==> config.mk <==
export PLATFORM = sky130hd
export DESIGN_NAME = u2cp_ctrl
export DESIGN_NICKNAME = d
export VERILOG_FILES = /design/src/rtl/u2cp_pkg.sv /design/src/rtl/u2cp_ctrl.sv
export SDC_FILE = /design/constraint.sdc
export NUM_CORES = 1
export LEC_CHECK = 0
export BUFFER_PORTS_ARGS = -buffer_cell sky130_fd_sc_hd__buf_2
export CORE_AREA = 2 2 39 41
export DETAILED_ROUTE_END_ITERATION = 12
export DIE_AREA = 0 0 41 43
export GPL_TIMING_DRIVEN = 0
export HOLD_SLACK_MARGIN = 0.02
export PLACE_DENSITY_LB_ADDON = 0.08
export SETUP_SLACK_MARGIN = 0.2
export SYNTH_ARGS = -nofsm -noshare
export SYNTH_HDL_FRONTEND = slang
export SYNTH_SLANG_ARGS = --single-unit
==> constraint.sdc <==
create_clock -name clk -period 4.4 [get_ports clk]
set_clock_uncertainty 0.1 [all_clocks]
set_input_delay 0.44 -clock clk [delete_from_list [all_inputs] [get_ports clk]]
set_output_delay 0.44 -clock clk [all_outputs]
set_load 0.01 [all_outputs]
==> src/rtl/u2cp_pkg.sv <==
`timescale 1ns / 1ps

package u2cp_pkg;

  localparam int PAGES_DEF = 4;
  localparam int ENTRIES   = 128;
  localparam int ENTRY_W   = 7;
  localparam int BYTE_W    = 8;
  localparam int WORD_W    = 16;
  localparam int INDEX_W   = 9;
  localparam int POINT_W   = 21;
  localparam int PIU_W     = 3;
  localparam int PADDR_W   = 3;
  localparam int PDATA_W   = 32;

  localparam logic [BYTE_W-1:0]  REPL          = 8'h7F;
  localparam logic [WORD_W-1:0]  CODE_PAGE_RST = 16'd437;
  localparam logic [POINT_W-1:0] LOW_2BYTE     = 21'h00080;
  localparam logic [POINT_W-1:0] LOW_3BYTE     = 21'h00800;
  localparam logic [POINT_W-1:0] LOW_4BYTE     = 21'h10000;
  localparam logic [POINT_W-1:0] SURR_LO       = 21'h0D800;
  localparam logic [POINT_W-1:0] SURR_HI       = 21'h0DFFF;

  typedef enum logic [1:0] {
    ACT_DECODE     = 2'd0,
    ACT_LOAD_TABLE = 2'd1,
    ACT_LOAD_ID    = 2'd2,
    ACT_UNUSED     = 2'd3
  } action_t;

  typedef enum logic {
    REG_CODE_PAGE    = 1'b0,
    REG_PAGES_IN_USE = 1'b1
  } reg_idx_t;

  typedef enum logic [2:0] {
    ST_IDLE,
    ST_EVAL,
    ST_SLOT,
    ST_TABLE,
    ST_EMIT_A,
    ST_EMIT_B
  } state_t;

  typedef enum logic [1:0] {
    EV_NONE,
    EV_ONE,
    EV_TWO,
    EV_MAP
  } eval_t;

  typedef struct packed {
    logic capture;
    logic eval;
    logic slot_step;
    logic tbl_start;
    logic tbl_step;
    logic map_hit;
    logic repl;
    logic out_first;
    logic out_second;
  } u2cp_cmd_t;

  typedef struct packed {
    eval_t ev;
    logic  two;
    logic  out_free;
    logic  slot_hit;
    logic  slot_end;
    logic  entry_hit;
    logic  entry_end;
  } u2cp_sts_t;

endpackage

==> src/rtl/u2cp_ctrl.sv <==
`timescale 1ns / 1ps

module u2cp_ctrl import u2cp_pkg::*; (
  input  logic      clk,
  input  logic      rst_n,
  input  logic      in_valid,
  output logic      in_ready,
  input  u2cp_sts_t sts,
  output u2cp_cmd_t cmd
);

  state_t state_r;
  state_t state_nxt;

  always_ff @(posedge clk) begin
    if (!rst_n) begin
      state_r <= ST_IDLE;
    end else begin
      state_r <= state_nxt;
    end
  end

  always_comb begin
    state_nxt = state_r;
    case (state_r)
      ST_IDLE: begin
        if (in_valid) state_nxt = ST_EVAL;
      end
      ST_EVAL: begin
        case (sts.ev)
          EV_ONE, EV_TWO: state_nxt = ST_EMIT_A;
          EV_MAP:         state_nxt = ST_SLOT;
          default:        state_nxt = ST_IDLE;
        endcase
      end
      ST_SLOT: begin
        if (sts.slot_end) state_nxt = ST_EMIT_A;
        else if (sts.slot_hit) state_nxt = ST_TABLE;
      end
      ST_TABLE: begin
        if (sts.entry_hit || sts.entry_end) state_nxt = ST_EMIT_A;
      end
      ST_EMIT_A: begin
        if (sts.out_free) state_nxt = sts.two ? ST_EMIT_B : ST_IDLE;
      end
      ST_EMIT_B: begin
        if (sts.out_free) state_nxt = ST_IDLE;
      end
      default: state_nxt = ST_IDLE;
    endcase
  end

  always_comb begin
    cmd      = '0;
    in_ready = 1'b0;
    case (state_r)
      ST_IDLE: begin
        in_ready    = 1'b1;
        cmd.capture = in_valid;
      end
      ST_EVAL: begin
        cmd.eval = 1'b1;
      end
      ST_SLOT: begin
        cmd.repl      = sts.slot_end;
        cmd.tbl_start = !sts.slot_end && sts.slot_hit;
        cmd.slot_step = !sts.slot_end && !sts.slot_hit;
      end
      ST_TABLE: begin
        cmd.tbl_step = 1'b1;
        cmd.map_hit  = sts.entry_hit;
        cmd.repl     = sts.entry_end;
      end
      ST_EMIT_A: begin
        cmd.out_first = sts.out_free;
      end
      ST_EMIT_B: begin
        cmd.out_second = sts.out_free;
      end
      default: begin
        cmd = '0;
      end
    endcase
  end

endmodule

; ---- Word level (Yosys, flattened, before mapping)
; Cells that the tools add are included.
[totals]
reg_bits = 3
input_bits = 11
[classes]
mux = 17
reduce_logical = 8
eq_ne = 13
[ops]
columns = op, n
row1 = 3-bit 2-to-1 mux, 7
row2 = 3-bit case mux with 6 select lines, 1
row3 = "2-bit != test, second input constant", 4
row4 = "3-bit by 2-bit equality test with 1-bit output, second input constant", 2
row5 = "3-bit equality test, second input constant", 2
row6 = 3-bit case mux with 2 select lines, 1
row7 = 1-bit 2-to-1 mux, 5
row8 = 5-bit AND reduction, 1
row9 = "2-bit equality test, second input constant", 2
row10 = 2-bit 2-to-1 mux, 2
row11 = "3-bit by 1-bit equality test with 1-bit output, second input constant", 1
row12 = 3-bit logical NOT, 1
row13 = "3-bit != test, second input constant", 1
row14 = "2-bit by 1-bit equality test with 1-bit output, second input constant", 1
row15 = 1-bit logical AND, 2
row16 = 1-bit logical NOT, 2
row17 = 1-bit case mux with 2 select lines, 1
row18 = 2-bit OR reduction, 1
row19 = 1-bit logical OR, 1

; ---- Logic depth before layout (Yosys ltp)
; Gate-level depths: netlist of the first run.
[logic_depth]
depth_word = 4
depth_mapped = 5
depth_no_buf = 4

; ---- Worst setup path before layout of the first run
; Ideal clock, no wire load.
[synth_path]
path_kind = flip-flop to output port
startpoint = register state_r[2]
endpoint = output cmd[1] (netlist name)
t_arrival_ps = 1029
path_slack_ps = 2831
stages_incl_launch_ff = 4
path_buffers = 1
cell_sequence = dfxtp_1 buf_6 or2b_1 nor3b_1
[synth_rtl]
columns = item, line_no
row1 = start: declaration, u2cp_ctrl.sv:12  ; state_t state_r;
row2 = start signal: assignment, u2cp_ctrl.sv:19  ; state_r <= state_nxt;
row3 = end: declaration, u2cp_ctrl.sv:9  ; output u2cp_cmd_t cmd

==> flow_summary_export.csv, run 1 <==
group,metric,value,unit
setup_path,path_buf_inv,2,
final_layout,largest_reg_flops,3,
floorplan,die_h,43,um
clock_network,path_clk_slew,0.04,ns
timing,tightest_slew,0.222,ns
setup_path,worstReg2RegStart,"state_r[2]$_SDFFE_PN0P_",
clock_network,post_cts_buffers,0,
clock_network,tritoncts,"yes",
clock_network,htreeDepth,1,
timing,setup_violations,0,
synth,ys.flop_type,"dfxtp_1",
synth,syn_area,345,um^2
placed_design,place_area,465,um^2
worst_hold_path,hp-class,"in -> reg",
final_layout,multi_input_area,260,um^2
global_route,antenna_found_initial,0,
worst_hold_path,min_path_cells,2,
global_route,track_usage,11.8,%
placed_design,hpwl,686,um
synth,syn_inst,44,
synth,synth_cell_types,28,
synth,synth_top_area_share,17.4,%
timing,fin_tns_setup,0,ns
setup_path,critical_path_class,"reg -> out",
synth,ys_top_cells_by_area,"dfxtp_1 17%, mux2i_1 5.8%, a21oi_1 4.3%",
final_layout,syn_to_final_growth,42.4,%
floorplan,rows,14,
setup_path,r2r-end,"state_r[2]$_SDFFE_PN0P_",
clock_network,cts_hold_buf,0,
synth,ys_ff_latch,3,
setup_path,r2r_cells,5,
placed_design,place.gp.congestion,0.672,
setup_path,critPathMaxFanout,10,
final_layout,fillCellCount,162,
final_layout,largest_register,"state_r",
setup_path,r2r_setup_slack,2.94,ns
synth,syn_nets,56,
global_route,grt_pass1_wl,1440,um
run_status,status,"completed",
worst_hold_path,min_from,"rst_n",
setup_path,crit_path_end_kind,"output pin",
setup_path,crit_family,"simple AND/OR/NAND/NOR gates",
setup_path,arrival,1.30,ns
timing,rsz0062_at_grt,"no",
final_layout,design_area,492,um^2
timing,maxSlewViolCount,0,
synth,synth_edf_count,0,
drt,post-route-drc-count,0,
clock_network,cts_buffers,3,
timing,holdWs,0.357,ns
timing,period_share,41.9,%
power_and_ir_drop,leakage,0.257,nW
power_and_ir_drop,powerDensity,359,nW/um^2
global_route,grt_max_degree,11,
floorplan,chipWidth,41,um
drt,first_iter_violations,7,
floorplan,pin_count,21,
floorplan,initial_utilization,25.0,%
synth,yosysWarnings,0,
drt,wl,880,um
drt,postRouteAntennaNets,0,
drt,viasPerCell,4.58,
setup_path,worstPathRequired,3.86,ns
placed_design,io_buffers,20,
clock_network,cts_resized,0,
clock_network,clk_latency,0.23,ns
clock_network,clockBufferDepth,2,
setup_path,path_cells,"buf_6 > or2b_1 > nor3b_1 > buf_2",
timing,max_freq,0.543,GHz
final_layout,seq_area,60.1,um^2
timing,finalHoldViolations,0,
setup_path,cp_slowest_cell,"dfxtp_1",
worst_hold_path,min_to,"state_r[1]$_SDFFE_PN0P_",
setup_path,max_stage_delay,0.35,ns
final_layout,largestRegisters,"state_r x3",
synth,yosysSeqAreaShare,17.4,%
floorplan,fp.coreArea,1380,um^2
clock_network,cts_root_buf,"clkbuf_4",
synth,async_flop_share,0,%
global_route,grt_pass1_vias,358,
synth,yosys.area.top_type,"dfxtp_1",
clock_network,clkSinkCount,3,
setup_path,cp-start-kind,"register",
drt,vias,385,
power_and_ir_drop,ir_drop,0.244,mV
global_route,grt_overflow_total,0,
run,drv_cap,0,
floorplan,die_area,1760,um^2
drt,wl_per_cell,10.5,um
timing,layout_min_cycle_time,1.84,ns
final_layout,drive_gt1_share,45.6,%
final_layout,layout.nets,81,
final_layout,num_antenna_cells,0,
drt,dr.pass1.iters,3,
timing,slew_headroom,85.2,%
synth,synth.avg_cell_area,7.85,um^2
layer usage:
metal	vias to the layer above	share of wire (%)	GRT usage [%]
li1	205	-	-
met1	168	49	15.7
met2	12	44	17.8
met3	0	7.6	6.28
met4	0	0	0
met5	-	0	0
placed cells by master (no fill, tap or decap), types with 2 or more instances in the layout:
master,n
a21oi_1,3
and2_1,2
and3_1,2
buf_2,22
clkbuf_4,3
dfxtp_1,3
mux2i_1,2
nand2_1,3
nand3b_1,2
nor2_1,3
nor2b_1,2
nor3b_1,2
or2b_1,2
worst reg2reg max path: stages (launching register included):
cell,delay [ns]
dfxtp_1,0.32
buf_6,0.14
or3_4,0.38
a21oi_2,0.15
nor2_2,0.06
o221a_1,0.20
synthesized netlist by cell type, types with 2 or more instances:
cell and instances:
mux2i_1 2, nor2b_1 2, a21oi_1 3, dfxtp_1 3, nor2_1 3, buf_2 2
nand2_1 3, nor3b_1 2, and3_1 2, and2_1 2, or2b_1 2, nand3b_1 2
kinds of logic after synthesis:
logic type / synth area share, %
flops: 17.4
fa+ha+maj: 3.62
simple gates: 47.5
buf+inv: 7.25
compound gates: 18.5
mux: 5.80
report_power, final:
part,switching (mW),internal (mW)
Sequential,0.00526,0.0330
Combinational,0.0462,0.0442
Clock,0.0140,0.0340
Total,0.0654,0.111
how the worst max path moves through the flow:
| stage | startpoint | cells past startpoint | endpoint | slack, ns |
|---|---|---|---|---|
| after floorplan | state_r[2]$_SDFFE_PN0P_ | 3 | cmd[1] | 2.83 |
| after global placement | state_r[2]$_SDFFE_PN0P_ | 4 | cmd[1] | 2.78 |
| after detailed placement | state_r[2]$_SDFFE_PN0P_ | 4 | cmd[1] | 2.79 |
| after CTS | state_r[2]$_SDFFE_PN0P_ | 4 | cmd[1] | 2.54 |
| after global routing | state_r[2]$_SDFFE_PN0P_ | 4 | cmd[1] | 2.47 |
| final | state_r[2]$_SDFFE_PN0P_ | 4 | cmd[1] | 2.56 |
through the flow:
stage / instances / setup slack, ns / util (%) / power, mW
6_report: 84 / 2.56 / 35.5 / 0.177
5_1_grt: 84 / 2.47 / 35.5 / 0.195
2_1_floorplan: 44 / 2.83 / - / 0.101
3_3_place_gp: 80 / 2.78 / 33.6 / 0.131
4_1_cts: 84 / 2.54 / 35.5 / 0.180
3_5_place_dp: 80 / 2.79 / 33.6 / 0.130
area by class of cell:
class                   count  share of cell area [%]
multi-input cells          37                    52.9
repair buffers             20                    20.4
flip-flops and latches      3                    12.2
clock buffers               4                    5.34
plain buffers               3                    4.33
well taps                  16                    4.07
inverters                   1                   0.763
Power figures use the tool's default switching activity.
==> run 2, diff against run 1 <==
--- a/config.mk
+++ b/config.mk
@@ -5,6 +5,7 @@
 export SDC_FILE = /design/constraint.sdc
 export NUM_CORES = 1
 export LEC_CHECK = 0
+export ABC_AREA = 1
 export BUFFER_PORTS_ARGS = -buffer_cell sky130_fd_sc_hd__buf_2
 export CORE_AREA = 2 2 39 41
 export DETAILED_ROUTE_END_ITERATION = 12
==> constraint.sdc (replaced) <==
create_clock -name clk -period 1.7 [get_ports clk]
set_clock_uncertainty 0.1 [all_clocks]
set_input_delay 0.17 -clock clk [delete_from_list [all_inputs] [get_ports clk]]
set_output_delay 0.17 -clock clk [all_outputs]
set_load 0.01 [all_outputs]
==> run 2 against run 1 <==
Global-route usage decreased by 1.3 points. Utilization decreased by 0.090 points. Setup slack got worse by 2.3 ns. Clock-buffer cell count unchanged.
==> flow_summary_export.csv, run 2 <==
group,metric,value,unit
setup_path,path_cells,"inv_1 > nor4_1 > buf_2",
setup_path,cp_num_cells,3,
synth,synth_top_area_share,18.9,%
synth,yosysSeqAreaShare,18.9,%
setup_path,crit_start,"state_r[2]$_SDFFE_PN0P_",
timing,slew_headroom,84.5,%
floorplan,chipWidth,41,um
timing,max_freq,0.699,GHz
timing,period_share,84.1,%
global_route,grt_overflow_total,0,
setup_path,max_stage_delay,0.39,ns
clock_network,tritoncts,"yes",
clock_network,cts_hold_buf,0,
setup_path,crit_path_end_kind,"output pin",
setup_path,r2r_cells,6,
synth,syn_nets,70,
synth,yosys.area.top_type,"dfxtp_1",
setup_path,arrival,1.16,ns
timing,rsz0062_at_grt,"yes",
final_layout,num_antenna_cells,0,
final_layout,syn_to_final_growth,54.3,%
timing,fin_tns_setup,0,ns
drt,highest_layer,"met4",
setup_path,worstReg2RegStart,"state_r[0]$_SDFFE_PN0P_",
synth,synth.avg_cell_area,5.48,um^2
final_layout,final_common_cell,"buf_2",
drt,dr.pass1.iters,2,
global_route,antenna_found_initial,0,
timing,worst_slack,0.270,ns
placed_design,dp_slack,0.343,ns
global_route,grt_pass1_wl,1260,um
placed_design,place_area,438,um^2
setup_path,worstPathRequired,1.43,ns
drt,wl_met3,61,um
placed_design,hpwl,707,um
clock_network,cts_root_buf,"clkbuf_4",
timing,holdWs,0.0577,ns
global_route,grt_pass1_vias,344,
clock_network,path_clk_slew,0.04,ns
floorplan,fp.coreArea,1380,um^2
drt,viasPerCell,4.28,
setup_path,crit_family,"flip-flops",
drt,first_iter_violations,10,
clock_network,cts_buffers,3,
clock_network,clk_latency,0.23,ns
setup_path,critPathMaxFanout,7,
power_and_ir_drop,powerDensity,1460,nW/um^2
synth,synth_cell_types,15,
synth,ys_top_cells_by_area,"dfxtp_1 19%, inv_1 13%, nand2_1 13%",
run_status,status,"completed",
placed_design,placed_cells,94,
power_and_ir_drop,p_total,716,uW
final_layout,largestRegisters,"state_r x3",
setup_path,critical_path_class,"reg -> out",
worst_hold_path,min_to,"state_r[2]$_SDFFE_PN0P_",
clock_network,clockBufferDepth,2,
final_layout,final-instance-count-excl-fill,98,
floorplan,rows,14,
synth,async_flop_share,0,%
final_layout,largest_reg_flops,3,
floorplan,initial_utilization,23.0,%
worst_hold_path,min_path_cells,3,
setup_path,cp_slowest_cell,"dfxtp_4",
synth,ys_ff_latch,3,
clock_network,htreeDepth,1,
setup_path,cp-start-kind,"register",
worst_hold_path,min_from,"rst_n",
synth,yosysWarnings,0,
synth,ys.flop_type,"dfxtp_1",
global_route,track_usage,10.5,%
drt,vias,419,
timing,tightest_slew,0.231,ns
global_route,grt_max_degree,8,
timing,layout_min_cycle_time,1.43,ns
synth,synth_commonest_cells,"11 x inv_1, 11 x nand2_1, 10 x nor2_1",
placed_design,io_buffers,20,
drt,postRouteAntennaNets,0,
final_layout,design_area,490,um^2
timing,setup_violations,0,
drt,wl_per_cell,8.70,um
floorplan,die_area,1760,um^2
run,drv_cap,0,
floorplan,die_h,43,um
clock_network,clkSinkCount,3,
worst_hold_path,hp-class,"in -> reg",
setup_path,path_buf_inv,2,
drt,wl,853,um
final_layout,largest_register,"state_r",
synth,synth_edf_count,0,
final_layout,utilization,35.4,%
power_and_ir_drop,ir_drop,0.542,mV
final_layout,layout.nets,95,
power_and_ir_drop,leakage,0.287,nW
placed_design,place.gp.congestion,0.730,
timing,finalHoldViolations,0,
timing,maxSlewViolCount,0,
final_layout,final_cell_mix,"20 x buf_2, 11 x nand2_1, 10 x nor2_1, 10 x inv_1, 6 x nand3_1",
final_layout,fillCellCount,162,
drt,wl_met1,399,um
clock_network,post_cts_buffers,0,
floorplan,pin_count,21,
synth,syn_area,318,um^2
drt,routed-wl-met2,375,um
setup_path,r2r_setup_slack,0.45,ns
setup_path,r2r-end,"state_r[1]$_SDFFE_PN0P_",
drt,post-route-drc-count,0,
final_layout,drive_gt1_share,43.9,%
synth,syn_inst,58,
==> run 2: changes by cell type in the layout (fill, tap and decap cells not counted), sizes merged, moves of 3 or more <==
cell / delta
inv: +11
nand2: +11
nor2: +8
nand3: +7
a21oi: -3
buf: -3
o21ai: +3
==> run 2: where the power goes <==
part	internal (mW)	switching, mW	leakage (nW)	total, mW
Sequential	0.114	0.0634	0.0264	0.177
Clock	0.0880	0.0376	0.0150	0.126
Combinational	0.160	0.253	0.245	0.413
==> run 2: repair_timing <==
action / in CTS / in global routing
resized for setup: 3 / 7
endpoints found under the setup margin: 4 / 4
pin swaps: 0 / 1
==> run 2: tightest hold or removal path, delay by kind of cell <==
family,cells,cell delay (ns)
compound gates,1,0.03
buf+inv,2,0.15
==> run 2: logic make-up after synthesis <==
| group | after synthesis | synth area share [%] |
|---|---|---|
| DFF | 3 | 18.9 |
| adders and majority gates | 1 | 3.94 |
| and+or+nand+nor | 37 | 55.1 |
| buffers and inverters | 12 | 14.2 |
| AOI/OAI and AO/OA | 5 | 7.87 |
==> run 2: final cells by class <==
| type | instances | area (um^2) | area share, % |
|---|---|---|---|
| well taps | 16 | 20.0 | 4.08 |
| inverters | 12 | 45.0 | 9.18 |
| flip-flops and latches | 3 | 68.8 | 14.0 |
| clock buffers | 4 | 26.3 | 5.36 |
| multi-input cells | 43 | 230 | 46.9 |
| repair buffers | 20 | 100 | 20.4 |
==> run 2: worst max path at each step <==
stage	endpoint	slack [ns]
2_1_floorplan	cmd[2]	0.44
3_3_place_gp	cmd[2]	0.33
3_5_place_dp	cmd[0]	0.34
4_1_cts	cmd[0]	0.19
5_1_grt	cmd[2]	0.16
6_report	cmd[1]	0.27
==> run 2: metal layers <==
metal  up-vias  global-route usage, %
li1        229                      -
met1       172                   12.5
met2        16                   16.6
met3         2                   2.09
met4         0                   6.00
met5         -                      0
